File: src/design/u8v_pkg.sv
`default_nettype none

package u8v_pkg;

   localparam logic [1:0] VERDICT_OPEN    = 2'd0;
   localparam logic [1:0] VERDICT_VALID   = 2'd1;
   localparam logic [1:0] VERDICT_INVALID = 2'd2;

   localparam logic [7:0]  LEAD2_LO     = 8'hc2;
   localparam logic [7:0]  LEAD2_HI     = 8'hdf;
   localparam logic [7:0]  LEAD3_LO     = 8'he0;
   localparam logic [7:0]  LEAD3_HI     = 8'hef;
   localparam logic [7:0]  LEAD4_LO     = 8'hf0;
   localparam logic [7:0]  LEAD4_HI     = 8'hf4;
   localparam logic [20:0] CP_MAX       = 21'h10ffff;
   localparam logic [20:0] SURR_LO      = 21'h00d800;
   localparam logic [20:0] SURR_HI      = 21'h00dfff;
   localparam logic [20:0] MIN_CLASS1   = 21'h000080;
   localparam logic [20:0] MIN_CLASS2   = 21'h000800;
   localparam logic [20:0] MIN_CLASS3   = 21'h010000;
   localparam logic [1:0]  CONT_TAG     = 2'b10;

   typedef struct packed {
      logic [7:0] data_byte;
      logic       end_of_string;
      logic       empty_string;
   } req_type;

   typedef struct packed {
      logic [1:0] verdict;
      logic       final_res;
   } rsp_type;

   typedef struct packed {
      logic [1:0]  tail_remaining;
      logic [20:0] code_accum;
      logic [1:0]  lead_class;
      logic        error_seen;
   } state_type;

endpackage

`default_nettype wire

File: src/design/utf8_stream_validator.sv
// Strict UTF-8 checker, one byte per word, one result word per byte, a new byte
// taken every cycle while req_stall is low. The decoder state and the result are
// updated in the cycle a byte is taken; the result is held in an output register,
// backed by a one-word skid stage so a stalled result side does not stall the
// input until both are full. Each result carries a running verdict; the byte
// flagged end_of_string closes the string with the final verdict and clears the
// state, and empty_string closes it at once as valid.
`default_nettype none

module utf8_stream_validator (
   input  wire                   clock,
   input  wire                   reset,
   input  wire                   req_valid,
   output logic                  req_stall,
   input  wire u8v_pkg::req_type req_data,
   output logic                  rsp_valid,
   input  wire                   rsp_stall,
   output u8v_pkg::rsp_type      rsp_data
);

   u8v_pkg::state_type st_ff, st_in;
   u8v_pkg::rsp_type   res;
   u8v_pkg::rsp_type   out_ff, out_in, skid_ff, skid_in;
   logic               out_vld_ff, out_vld_in, skid_vld_ff, skid_vld_in;
   logic               take, pop;

   u8v_step u_step (
      .req (req_data),
      .cur (st_ff),
      .nxt (st_in),
      .rsp (res)
   );

   assign req_stall = skid_vld_ff;
   assign take      = req_valid && !skid_vld_ff;
   assign pop       = out_vld_ff && !rsp_stall;
   assign rsp_valid = out_vld_ff;
   assign rsp_data  = out_ff;

   always_comb begin
      out_in      = out_ff;
      out_vld_in  = out_vld_ff;
      skid_in     = skid_ff;
      skid_vld_in = skid_vld_ff;
      if (!out_vld_ff || pop) begin
         if (skid_vld_ff) begin
            out_in      = skid_ff;
            out_vld_in  = 1'b1;
            skid_vld_in = 1'b0;
         end else begin
            out_in     = res;
            out_vld_in = take;
         end
      end else if (take) begin
         skid_in     = res;
         skid_vld_in = 1'b1;
      end
   end

   always_ff @(posedge clock) begin
      if (reset) begin
         st_ff       <= '0;
         out_vld_ff  <= 1'b0;
         skid_vld_ff <= 1'b0;
      end else begin
         if (take) begin
            st_ff <= st_in;
         end
         out_vld_ff  <= out_vld_in;
         skid_vld_ff <= skid_vld_in;
      end
      out_ff  <= out_in;
      skid_ff <= skid_in;
   end

endmodule

`default_nettype wire

File: src/design/u8v_step.sv
`default_nettype none

module u8v_step (
   input  wire u8v_pkg::req_type   req,
   input  wire u8v_pkg::state_type cur,
   output u8v_pkg::state_type      nxt,
   output u8v_pkg::rsp_type        rsp
);

   u8v_pkg::state_type tk;
   logic [20:0]        acc;
   logic [20:0]        cls_min;
   logic [7:0]         b;
   logic               bad;

   assign b   = req.data_byte;
   assign acc = {cur.code_accum[14:0], b[5:0]};

   always_comb begin
      case (cur.lead_class)
         2'd1:    cls_min = u8v_pkg::MIN_CLASS1;
         2'd2:    cls_min = u8v_pkg::MIN_CLASS2;
         default: cls_min = u8v_pkg::MIN_CLASS3;
      endcase
   end

   // one byte through the decoder
   always_comb begin
      tk = cur;
      if (!cur.error_seen) begin
         if (cur.tail_remaining == 2'd0) begin
            if (b == 8'd0) begin
               tk.error_seen = 1'b1;
            end else if (b[7] == 1'b0) begin
               tk = cur;
            end else if (b >= u8v_pkg::LEAD2_LO && b <= u8v_pkg::LEAD2_HI) begin
               tk.tail_remaining = 2'd1;
               tk.lead_class     = 2'd1;
               tk.code_accum     = {16'd0, b[4:0]};
            end else if (b >= u8v_pkg::LEAD3_LO && b <= u8v_pkg::LEAD3_HI) begin
               tk.tail_remaining = 2'd2;
               tk.lead_class     = 2'd2;
               tk.code_accum     = {17'd0, b[3:0]};
            end else if (b >= u8v_pkg::LEAD4_LO && b <= u8v_pkg::LEAD4_HI) begin
               tk.tail_remaining = 2'd3;
               tk.lead_class     = 2'd3;
               tk.code_accum     = {18'd0, b[2:0]};
            end else begin
               tk.error_seen = 1'b1;
            end
         end else if (b[7:6] != u8v_pkg::CONT_TAG) begin
            tk.error_seen     = 1'b1;
            tk.tail_remaining = 2'd0;
         end else begin
            tk.code_accum     = acc;
            tk.tail_remaining = cur.tail_remaining - 2'd1;
            if (cur.tail_remaining == 2'd1) begin
               if (acc < cls_min || acc > u8v_pkg::CP_MAX ||
                   (acc >= u8v_pkg::SURR_LO && acc <= u8v_pkg::SURR_HI)) begin
                  tk.error_seen = 1'b1;
               end
               tk.code_accum = '0;
               tk.lead_class = 2'd0;
            end
         end
      end
   end

   assign bad = tk.error_seen || (tk.tail_remaining != 2'd0);

   always_comb begin
      nxt = tk;
      rsp.final_res = 1'b0;
      rsp.verdict   = tk.error_seen ? u8v_pkg::VERDICT_INVALID : u8v_pkg::VERDICT_OPEN;
      if (req.empty_string) begin
         nxt           = '0;
         rsp.final_res = 1'b1;
         rsp.verdict   = u8v_pkg::VERDICT_VALID;
      end else if (req.end_of_string) begin
         nxt           = '0;
         rsp.final_res = 1'b1;
         rsp.verdict   = bad ? u8v_pkg::VERDICT_INVALID : u8v_pkg::VERDICT_VALID;
      end
   end

endmodule

`default_nettype wire

File: config.mk
export PLATFORM = sky130hd
export DESIGN_NAME = utf8_stream_validator
export DESIGN_NICKNAME = d
export VERILOG_FILES = /design/src/design/u8v_pkg.sv /design/src/design/utf8_stream_validator.sv /design/src/design/u8v_step.sv
export SDC_FILE = /design/constraint.sdc
export NUM_CORES = 1
export LEC_CHECK = 0
export ABC_CLOCK_PERIOD_IN_PS = 3000
export BUFFER_PORTS_ARGS = -buffer_cell sky130_fd_sc_hd__buf_2
export CORE_ASPECT_RATIO = 0.5
export CORE_MARGIN = 2
export CORE_UTILIZATION = 25
export CTS_BUF_LIST = sky130_fd_sc_hd__clkbuf_4 sky130_fd_sc_hd__clkbuf_8
export CTS_CLUSTER_DIAMETER = 80
export CTS_CLUSTER_SIZE = 10
export DETAILED_ROUTE_END_ITERATION = 6
export RECOVER_POWER = 25
export SYNTH_ARGS = -nofsm -noshare
export SYNTH_HDL_FRONTEND = slang
export SYNTH_HIERARCHICAL = 1
export SYNTH_SLANG_ARGS = --single-unit
File: constraint.sdc
create_clock -name clock -period 3 [get_ports clock]
set_input_delay 0 -clock clock [delete_from_list [all_inputs] [get_ports clock]]
set_output_delay 0 -clock clock [all_outputs]
set_load 0.01 [all_outputs]
After elaboration in Yosys (flattened, before gate mapping)
Cells that the tools add are included.
- register bits after elaboration: 28
- bits of input ports: 14
- word-level logic and storage cells: 77
- add/sub/neg operators: 1
- order comparisons: 10
- eq/ne operators: 9
- mux-type cells: 25
- bitwise operators: 1
- reduce and logical (&&, ||, !) cells: 21
- operators by type and width (cell ; count):
    $mux W26 ; 5
    $mux W25 ; 4
    $pmux W17 S2 ; 1
    $ge A8 B8 Y1 const B ; 3
    $le A8 B8 Y1 const B ; 3
    $mux W24 ; 1
    $mux W23 ; 1
    $ge A21 B16 Y1 const B ; 1
    $gt A21 B21 Y1 const B ; 1
    $le A21 B16 Y1 const B ; 1
    $lt A21 B17 Y1 ; 1
    $mux W3 ; 3
    $logic_not A8 Y1 ; 1
    $ne A4 B4 Y1 const B ; 2
    $mux W1 ; 7
    $reduce_and A7 Y1 ; 1
    $logic_and A1 B1 Y1 ; 6
    $mux W2 ; 3
    $ne A6 B6 Y1 const B ; 1
    $reduce_and A6 Y1 ; 1
    $eq A2 B1 Y1 const B ; 2
    $logic_or A1 B1 Y1 ; 4
    $ne A4 B3 Y1 const B ; 1
    $reduce_bool A4 Y1 ; 1
    other kinds (10) ; 12

Logic depth before layout (Yosys ltp)
Gate-level depths: netlist of the first run.
- word-level depth: 16
- depth in mapped cells: 11
- depth with buffers taken out: 11

By module
The synthesis of the first run kept the hierarchy.
- modules (own cells, without submodules) (module ; times used ; cells an instance ; area an instance (µm²) ; seq. area each (µm²)):
    utf8_stream_validator ; 1 ; 134 ; 1541.5 ; 740.7
    u8v_step ; 1 ; 126 ; 874.6 ; 0.0

Worst setup path after synthesis of the first run
Ideal clock, no wire load.
- path type: register to register
- start point: register st_ff[24] (netlist bit)
- end point: register out_ff, in the netlist rsp_data[2], data pin
- data arrival time: 1.984 ns
- slack: 0.756 ns
- cell stages (with the launch flop): 9
- path buffers: 0
- period minus slack after synthesis: 2.244 ns
- path through: dfxtp_1 inv_1 ha_1 or4b_1 nand3_1 a311oi_2 o22ai_1 a21oi_1 mux2_2
- RTL lines (what ; line ; text):
    start, declared ; utf8_stream_validator.sv:21 ; u8v_pkg::state_type st_ff, st_in;
    start signal, assigned ; utf8_stream_validator.sv:67 ; st_ff <= st_in;
    end signal, assigned ; utf8_stream_validator.sv:72 ; out_ff <= out_in;
    end, declared ; utf8_stream_validator.sv:23 ; u8v_pkg::rsp_type out_ff, out_in, skid_ff, skid_in;

==> impl_metrics.tcl, run 1 <==
set metrics [dict create \
    finalNetCount 254 \
    clk_pin_slew_ns 0.10 \
    die_h_um 68.6 \
    startpoint_type "flip-flop" \
    design.core.area_um2 8060 \
    skew_ns 0.00693 \
    antennaDiodeCount 0 \
    finalHoldViolCount 0 \
    rsz0062_at_grt "no" \
    cp-endpoint "rsp_data[2]$_DFFE_PP_" \
    place_congestion 0.895 \
    grt_pass1_wl_um 8160 \
    r2r_end "rsp_data[2]$_DFFE_PP_" \
    slowest_delay_ns 0.61 \
    syn_area_per_cell_um2 9.07 \
    internal_power_w 0.000616 \
    synth_nets 250 \
    cts_sinks 28 \
    dr.first_iter.drc_count 86 \
    drive_gt1_share_pct 17.2 \
    grt_max_degree 43 \
    crit_path_end_kind "flip-flop" \
    slowest_stage "or4b_1" \
    ant_nets 0 \
    period_needed_ns 2.46 \
    crit_family "simple AND/OR/NAND/NOR gates" \
    seqPwrFrac_pct 48.9 \
    setup_tns_ns 0 \
    routed_wl_um 4960 \
    p_sw_w 0.000200 \
    cp_max_fo 6 \
    critPathBufInv 1 \
    postSynthCellCount 230 \
    worstRegToRegCells 8 \
    min_path_type "primary input to flip-flop" \
    drc 0 \
    synth.cell_area_um2 2090 \
    mostFrequentLayoutCells "nand2b_1 (23), dfxtp_1 (22), nand4bb_1 (20), o21ai_2 (14), buf_2 (14)" \
    ios 19 \
    dp_hpwl_um 3450 \
    root_buffer "clkbuf_8" \
    critPathArrivalTime_ns 2.50 \
    synthToLayoutAreaGrowth_pct 9.06 \
    critical_path_depth 8 \
    grt_usage_pct 11.0 \
    port_buffers 18 \
    cts_tree "built" \
    viasPerCell 5.17 \
    ys.warnings.count 6 \
    first_pass_iters 4 \
    peakVddDrop_mv 0.164 \
    cts_setup_buffers 0 \
    first_global_vias 1644 \
    whs_path_depth 2 \
    clk_latency_ns 0.28 \
    die_w_um 133 \
    fin_crit_sh_pct 81.9 \
    p_leak_nw 0.721 \
    status "finished clean" \
    clockBufferDepth 2 \
    placementRows 23 \
    slew_headroom_pct 29.0 \
    rrSetupSlack_ns 0.54 \
    setup_violations 0 \
    worst-setup-path-type "flip-flop to flip-flop" \
    r2r_start "st_ff[24]$_SDFFE_PP0P_" \
    routedWlPerCell_um 14.4 \
    cts_made_buffers 3 \
    grt_antenna_before_repair 0 \
    grt_overflow 0 \
    initial_core_util_pct 25.9 \
    dpl_cell_area_um2 2210 \
    fmax_mhz 407 \
    cp.required_ns 3.05 \
    switching_share_pct 24.5 \
    crit_start "st_ff[24]$_SDFFE_PP0P_" \
    drv_cap 0 \
    worst_slew_pin_slew_ns 1.06 \
    worstPathCellList "inv_1 > ha_1 > or4b_1 > nand3_1 > a311oi_2 > o22ai_1 > a21oi_1 > mux2_2" \
    p_comb_share_pct 14.2 \
    power.density_nw_per_um2 359 \
    pwr-share-clk_pct 36.9 \
    htree_levels 1 \
    nFillCells 851 \
    vias 1784 \
    fp.dieArea_um2 9130 \
    drv_slew 0 \
    final_area_um2 2270 \
    holdBufCountCts 0 \
    cts_resized 0 \
    layout_commonest_cell "nand2b_1" \
]
## worst min path at each step
stage	startpoint	to
floorplan	req_valid	st_ff[0]$_SDFFE_PP0P_
global placement	req_data[0]	skid_ff[2]$_DFFE_PP_
detailed placement	req_data[0]	skid_ff[2]$_DFFE_PP_
CTS	req_data[0]	skid_ff[2]$_DFFE_PP_
global route	req_data[0]	skid_ff[2]$_DFFE_PP_
finish	req_data[0]	skid_ff[2]$_DFFE_PP_
## layer usage
metal	up-vias	track usage, %	routed length (um)
met5	-	0	0
met4	0	4.79	99
met3	11	1.24	176
met2	41	19.5	2320
met1	855	14.1	2360
li1	877	-	-
## state kept, by name, indices dropped and copies added, names as in the netlist
register / count
req_stall: 1
rsp_valid: 1
rsp_data: 3
skid_ff: 3
st_ff: 20
## power by group through the flow
stage	Sequential [W]	Combinational, W	Clock (W)
floorplan	0.000408	0.0000850	0
global placement	0.000408	0.000113	0
detailed placement	0.000408	0.000116	0
CTS	0.000399	0.000116	0.000312
global route	0.000401	0.000127	0.000326
finish	0.000399	0.000116	0.000302
## final cells by class
class	instances	area, um^2	share of cell area [%]
multi-input cells	172	1310	57.7
repair buffers	19	92.6	4.07
inverters	10	37.5	1.65
clock buffers	3	41.3	1.82
clock inverters	1	30.0	1.32
flip-flops and latches	28	621	27.3
well taps	112	140	6.16
## per-stage QoR
step | hold WS (ns) | utilization [%] | worst slack, ns | power (W) | std cells
floorplan | 0.169 | - | 0.756 | 0.000493 | 230
global placement | 0.326 | 27.4 | 0.706 | 0.000521 | 341
detailed placement | 0.334 | 27.4 | 0.559 | 0.000523 | 341
CTS | 0.0202 | 28.3 | 0.528 | 0.000827 | 345
global route | 0.0234 | 28.2 | 0.334 | 0.000854 | 345
finish | 0.0264 | 28.2 | 0.544 | 0.000816 | 345
Power figures use the tool's default switching activity.
==> inputs of run 2 (changes only) <==
--- a/config.mk
+++ b/config.mk
@@ -5,7 +5,7 @@
 export SDC_FILE = /design/constraint.sdc
 export NUM_CORES = 1
 export LEC_CHECK = 0
-export ABC_CLOCK_PERIOD_IN_PS = 3000
+export ABC_CLOCK_PERIOD_IN_PS = 2200
 export BUFFER_PORTS_ARGS = -buffer_cell sky130_fd_sc_hd__buf_2
 export CORE_ASPECT_RATIO = 0.5
 export CORE_MARGIN = 2
==> constraint.sdc (replaced) <==
create_clock -name clock -period 2.2 [get_ports clock]
set_input_delay 0 -clock clock [delete_from_list [all_inputs] [get_ports clock]]
set_output_delay 0 -clock clock [all_outputs]
set_load 0.01 [all_outputs]
==> impl_metrics.tcl, run 2 (same netlist as run 1, synthesis figures left out) <==
set metrics [dict create \
    internal_power_w 0.000733 \
    power.total_w 0.00101 \
    mostFrequentLayoutCells "nand2b_1 (23), nand4bb_1 (20), buf_4 (19), dfxtp_1 (18)" \
    layout_commonest_cell "nand2b_1" \
    cts_made_buffers 3 \
    root_buffer "clkbuf_8" \
    first_pass_iters 4 \
    grt_antenna_before_repair 0 \
    status "finished clean" \
    slowest_stage "or4_1" \
    vias 1825 \
    dpl_cell_area_um2 2370 \
    drv_slew 0 \
    finalHoldViolCount 0 \
    clockBufferDepth 2 \
    seqPwrFrac_pct 53.5 \
    worstPathCellList "or4_1 > o21a_1 > a311oi_2 > o22ai_2 > a31o_1 > mux2_2" \
    fmax_mhz 456 \
    peakVddDrop_mv 0.220 \
    largest_register_ffs 20 \
    dr.first_iter.drc_count 149 \
    grt_overflow 0 \
    dp_hpwl_um 3790 \
    nFillCells 836 \
    routed_wl_um 5240 \
    grt_max_degree 43 \
    die_w_um 133 \
    routedWlPerCell_um 14.4 \
    htree_levels 1 \
    finalNetCount 273 \
    fin_hold_ws_ns 0.0268 \
    setup_slack_ns 0.00867 \
    slew_headroom_pct 36.5 \
    port_buffers 18 \
    grt_usage_pct 11.7 \
    largest_register "st_ff" \
    worst-setup-path-type "flip-flop to flip-flop" \
    rsz0062_at_grt "yes" \
    cp.required_ns 2.24 \
    p_comb_share_pct 17.7 \
    clk_latency_ns 0.28 \
    slowest_delay_ns 0.52 \
    first_global_vias 1801 \
    cts_tree "built" \
    fin_crit_sh_pct 99.6 \
    crit_family "compound AO/OA/AOI/OAI gates" \
    drv_cap 0 \
    cts_sinks 28 \
    place_congestion 0.941 \
    worst_slew_pin_slew_ns 0.953 \
    p_leak_nw 0.814 \
    critPathBufInv 0 \
    placementRows 23 \
    fp.dieArea_um2 9130 \
    min_path_type "primary input to flip-flop" \
    antennaDiodeCount 0 \
    design.core.area_um2 8060 \
    synthToLayoutAreaGrowth_pct 18.8 \
    initial_core_util_pct 25.9 \
    drive_gt1_share_pct 30.2 \
    p_sw_w 0.000276 \
    ant_nets 0 \
    switching_share_pct 27.4 \
    ios 19 \
    cp_max_fo 3 \
    skew_ns 0.00134 \
    die_h_um 68.6 \
    viasPerCell 5.01 \
    grt_pass1_wl_um 8700 \
    critPathArrivalTime_ns 2.23 \
    power.density_nw_per_um2 407 \
    drc 0 \
    setup_violations 0 \
    cts_setup_buffers 0 \
    period_needed_ns 2.19 \
    pwr-share-clk_pct 28.8 \
    startpoint_type "flip-flop" \
    clk_pin_slew_ns 0.09 \
    crit_path_end_kind "flip-flop" \
    final_area_um2 2480 \
    place_ws_ns -0.0869 \
]
[run 2: cell types whose count changed in the layout (fill, tap and decap cells not counted), moves of 2 or more]
cell | previous run | this run
ha_1 | 6 | 2
buf_4 | 1 | 19
inv_1 | 10 | 8
ha_4 | 0 | 2
ha_2 | 0 | 2
dfxtp_2 | 0 | 4
dfxtp_1 | 22 | 18
inv_2 | 0 | 2
[run 2: final cells by class]
class	instances	area (um^2)	share of cell area, %
Multi-Input combinational cell	172	1380	55.8
Sequential cell	28	626	25.2
Timing Repair Buffer	38	248	9.99
Tap cell	112	140	5.65
Clock buffer	3	41.3	1.67
Inverter	10	37.5	1.51
Clock inverter	1	3.75	0.151
[run 2: metrics by stage]
step,utilization [%],std cells,setup TNS (ns)
final,30.8,364,0
after global routing,30.8,364,-0.0680
after CTS,30.3,364,0
after detailed placement,29.4,360,-0.152
after global placement,29.4,360,-0.00884
after floorplan,-,230,0
[run 2: routing by layer]
layer	GRT usage, %	share of wire [%]
met4	6.12	3.4
met5	0	0
met2	20.8	46
met3	1.17	3.2
met1	14.7	48
[run 2: worst paths after layout]
path / startpoint / end / slack (ns) / depth (start not counted)
worst max register to register: st_ff[12]$_SDFFE_PP0P_ / rsp_data[1]$_DFFE_PP_ / 0.009 / 6
worst max-delay path: st_ff[12]$_SDFFE_PP0P_ / rsp_data[1]$_DFFE_PP_ / 0.009 / 6
worst min register to register: st_ff[25]$_SDFFE_PP0P_ / st_ff[25]$_SDFFE_PP0P_ / 0.50 / 2
worst min-delay path: req_data[0] / skid_ff[2]$_DFFE_PP_ / 0.03 / 2
[run 2: power by group through the flow]
stage / sequential (W) / clock (W) / combinational, W
global placement: 0.000552 / 0 / 0.000167
finish: 0.000540 / 0.000291 / 0.000178
CTS: 0.000540 / 0.000304 / 0.000176
global route: 0.000542 / 0.000322 / 0.000195
floorplan: 0.000556 / 0 / 0.000116
detailed placement: 0.000552 / 0 / 0.000172
[run 2: repair_timing]
item	4_1_cts	5_1_grt
hold buffers	0	0
resized for setup	7	10
pin swaps	5	4
setup endpoints to repair	2	4
==> inputs of run 3 (changes only) <==
--- a/config.mk
+++ b/config.mk
@@ -9,11 +9,13 @@
 export BUFFER_PORTS_ARGS = -buffer_cell sky130_fd_sc_hd__buf_2
 export CORE_ASPECT_RATIO = 0.5
 export CORE_MARGIN = 2
-export CORE_UTILIZATION = 25
+export CORE_UTILIZATION = 45
 export CTS_BUF_LIST = sky130_fd_sc_hd__clkbuf_4 sky130_fd_sc_hd__clkbuf_8
 export CTS_CLUSTER_DIAMETER = 80
 export CTS_CLUSTER_SIZE = 10
 export DETAILED_ROUTE_END_ITERATION = 6
+export GPL_ROUTABILITY_DRIVEN = 0
+export PLACE_DENSITY = 0.65
 export RECOVER_POWER = 25
 export SYNTH_ARGS = -nofsm -noshare
 export SYNTH_HDL_FRONTEND = slang
==> constraint.sdc (replaced) <==
create_clock -name clock -period 2.2 [get_ports clock]
set_input_delay 0 -clock clock [delete_from_list [all_inputs] [get_ports clock]]
set_output_delay 0 -clock clock [all_outputs]
set_load 0.02 [all_outputs]
==> impl_metrics.tcl, run 3 (same netlist as run 1, synthesis figures left out) <==
set metrics [dict create \
    status "finished clean" \
    first_pass_iters 4 \
    grt_overflow 0 \
    finalNetCount 273 \
    startpoint_type "flip-flop" \
    slowest_stage "or4b_4" \
    drc 0 \
    fin_cells 309 \
    peakVddDrop_mv 0.282 \
    synthToLayoutAreaGrowth_pct 17.7 \
    finalHoldViolCount 0 \
    grt_antenna_before_repair 0 \
    worstPathCellList "inv_1 > ha_2 > or4b_4 > nand3_2 > a311oi_2 > o22ai_2 > buf_4 > a21oi_2 > mux2_4" \
    skew_ns 0.00119 \
    period_needed_ns 2.20 \
    largest_register_ffs 20 \
    die_w_um 100 \
    dr.first_iter.drc_count 116 \
    cts_sinks 28 \
    grtUsageMet2_pct 34.7 \
    fmax_mhz 455 \
    cp.required_ns 2.24 \
    min_path_type "primary input to flip-flop" \
    viasPerCell 6.11 \
    drive_gt1_share_pct 31.0 \
    clk_latency_ns 0.28 \
    initial_core_util_pct 47.1 \
    clockBufferDepth 2 \
    whs_path_depth 2 \
    ant_nets 0 \
    drv_slew 0 \
    antennaDiodeCount 0 \
    power.density_nw_per_um2 472 \
    seqCellArea_um2 624 \
    gr-usage-met1_pct 31.6 \
    slew_headroom_pct 35.9 \
    multi_input_area_um2 1400 \
    r2r_start "st_ff[24]$_SDFFE_PP0P_" \
    routedWlPerCell_um 17.7 \
    nFillCells 406 \
    die_h_um 52.1 \
    worst_slew_pin_slew_ns 0.962 \
    final_area_um2 2450 \
    clk_pin_slew_ns 0.10 \
    crit_path_end_kind "flip-flop" \
    critPathArrivalTime_ns 2.24 \
    r2r_end "rsp_data[2]$_DFFE_PP_" \
    dp_cells 302 \
    mostFrequentLayoutCells "nand2b_1 (23), nand4bb_1 (20), dfxtp_1 (19), buf_4 (18)" \
    placementRows 17 \
    layout_commonest_cell "nand2b_1" \
    dp_hpwl_um 3750 \
    largest_register "st_ff" \
    cts_made_buffers 3 \
    crit_family "simple AND/OR/NAND/NOR gates" \
    worst-setup-path-type "flip-flop to flip-flop" \
    final_core_util_pct 55.5 \
    fp.dieArea_um2 5230 \
    p_leak_nw 0.830 \
    worstRegToRegCells 9 \
    setup_tns_ns 0 \
    routed_wl_um 5470 \
    drv_cap 0 \
    dpl_cell_area_um2 2280 \
    vias 1888 \
    rrSetupSlack_ns 0.004 \
    holdBufCountCts 0 \
    top_usage_layer "met2" \
    fin_crit_sh_pct 99.8 \
    grt_pass1_wl_um 8910 \
    min_to "skid_ff[2]$_DFFE_PP_" \
    ios 19 \
    setup_violations 0 \
    design.core.area_um2 4420 \
    cp_max_fo 4 \
    root_buffer "clkbuf_8" \
    fin_hold_ws_ns 0.0222 \
    cts_tree "built" \
    critPathBufInv 2 \
    first_global_vias 1776 \
    met3_usage_pct 3.63 \
    hold_path_startpoint "req_data[0]" \
    grt_max_degree 43 \
    rsz0062_at_grt "yes" \
    port_buffers 18 \
    slowest_delay_ns 0.52 \
    grt_usage_pct 21.8 \
    htree_levels 1 \
]
==> run 3: layout make-up <==
cell class	instances	share of cell area (%)
Clock buffer	3	1.68
Sequential cell	28	25.4
Timing Repair Buffer	38	10.2
Multi-Input combinational cell	172	57.0
Clock inverter	1	1.22
Inverter	10	1.53
Tap cell	57	2.91
==> run 3: per-layer routing <==
metal,routed length (um),up-vias
li1,-,914
met1,2710,898
met2,2390,74
met3,350,2
met4,18,0
met5,0,-
==> run 3: metrics by stage <==
step / power, W / setup WS [ns]
floorplan: 0.000678 / 0.00570
global placement: 0.000727 / 0.00000466
detailed placement: 0.000731 / -0.0667
CTS: 0.00114 / 0.00534
global route: 0.00120 / -0.0310
finish: 0.00116 / 0.00408
==> run 3: where the power goes <==
part | internal (W) | switching (W) | leakage, nW | total [W]
Sequential | 0.000536 | 0.00000652 | 0.237 | 0.000543
Clock | 0.000244 | 0.000176 | 0.0357 | 0.000420
Combinational | 0.0000783 | 0.000118 | 0.558 | 0.000196
Total | 0.000859 | 0.000300 | 0.830 | 0.00116
==> run 3: worst reg2reg max path, stage by stage, from the launching register on <==
cell and delay [ns]:
dfxtp_2 0.36, inv_1 0.07, ha_2 0.21, or4b_4 0.52, nand3_2 0.08, a311oi_2 0.04, o22ai_2 0.21, buf_4 0.15
a21oi_2 0.05, mux2_4 0.27
==> run 3: how the worst max path moves through the flow <==
stage	start	to	slack, ns	cells after the start
2_1_floorplan	st_ff[24]$_SDFFE_PP0P_	rsp_data[2]$_DFFE_PP_	0.006	8
3_3_place_gp	st_ff[1]$_SDFFE_PP0P_	rsp_data[1]$_DFFE_PP_	0.000005	9
3_5_place_dp	st_ff[1]$_SDFFE_PP0P_	rsp_data[1]$_DFFE_PP_	-0.07	9
4_1_cts	st_ff[1]$_SDFFE_PP0P_	rsp_data[1]$_DFFE_PP_	0.005	9
5_1_grt	st_ff[24]$_SDFFE_PP0P_	rsp_data[2]$_DFFE_PP_	-0.03	9
6_report	st_ff[24]$_SDFFE_PP0P_	rsp_data[2]$_DFFE_PP_	0.004	9
==> run 3: repair_timing <==
action,4_1_cts,5_1_grt
buffers inserted,1,2
endpoints found under the setup margin,2,5
gates resized for setup,3,20
pin swaps,3,5
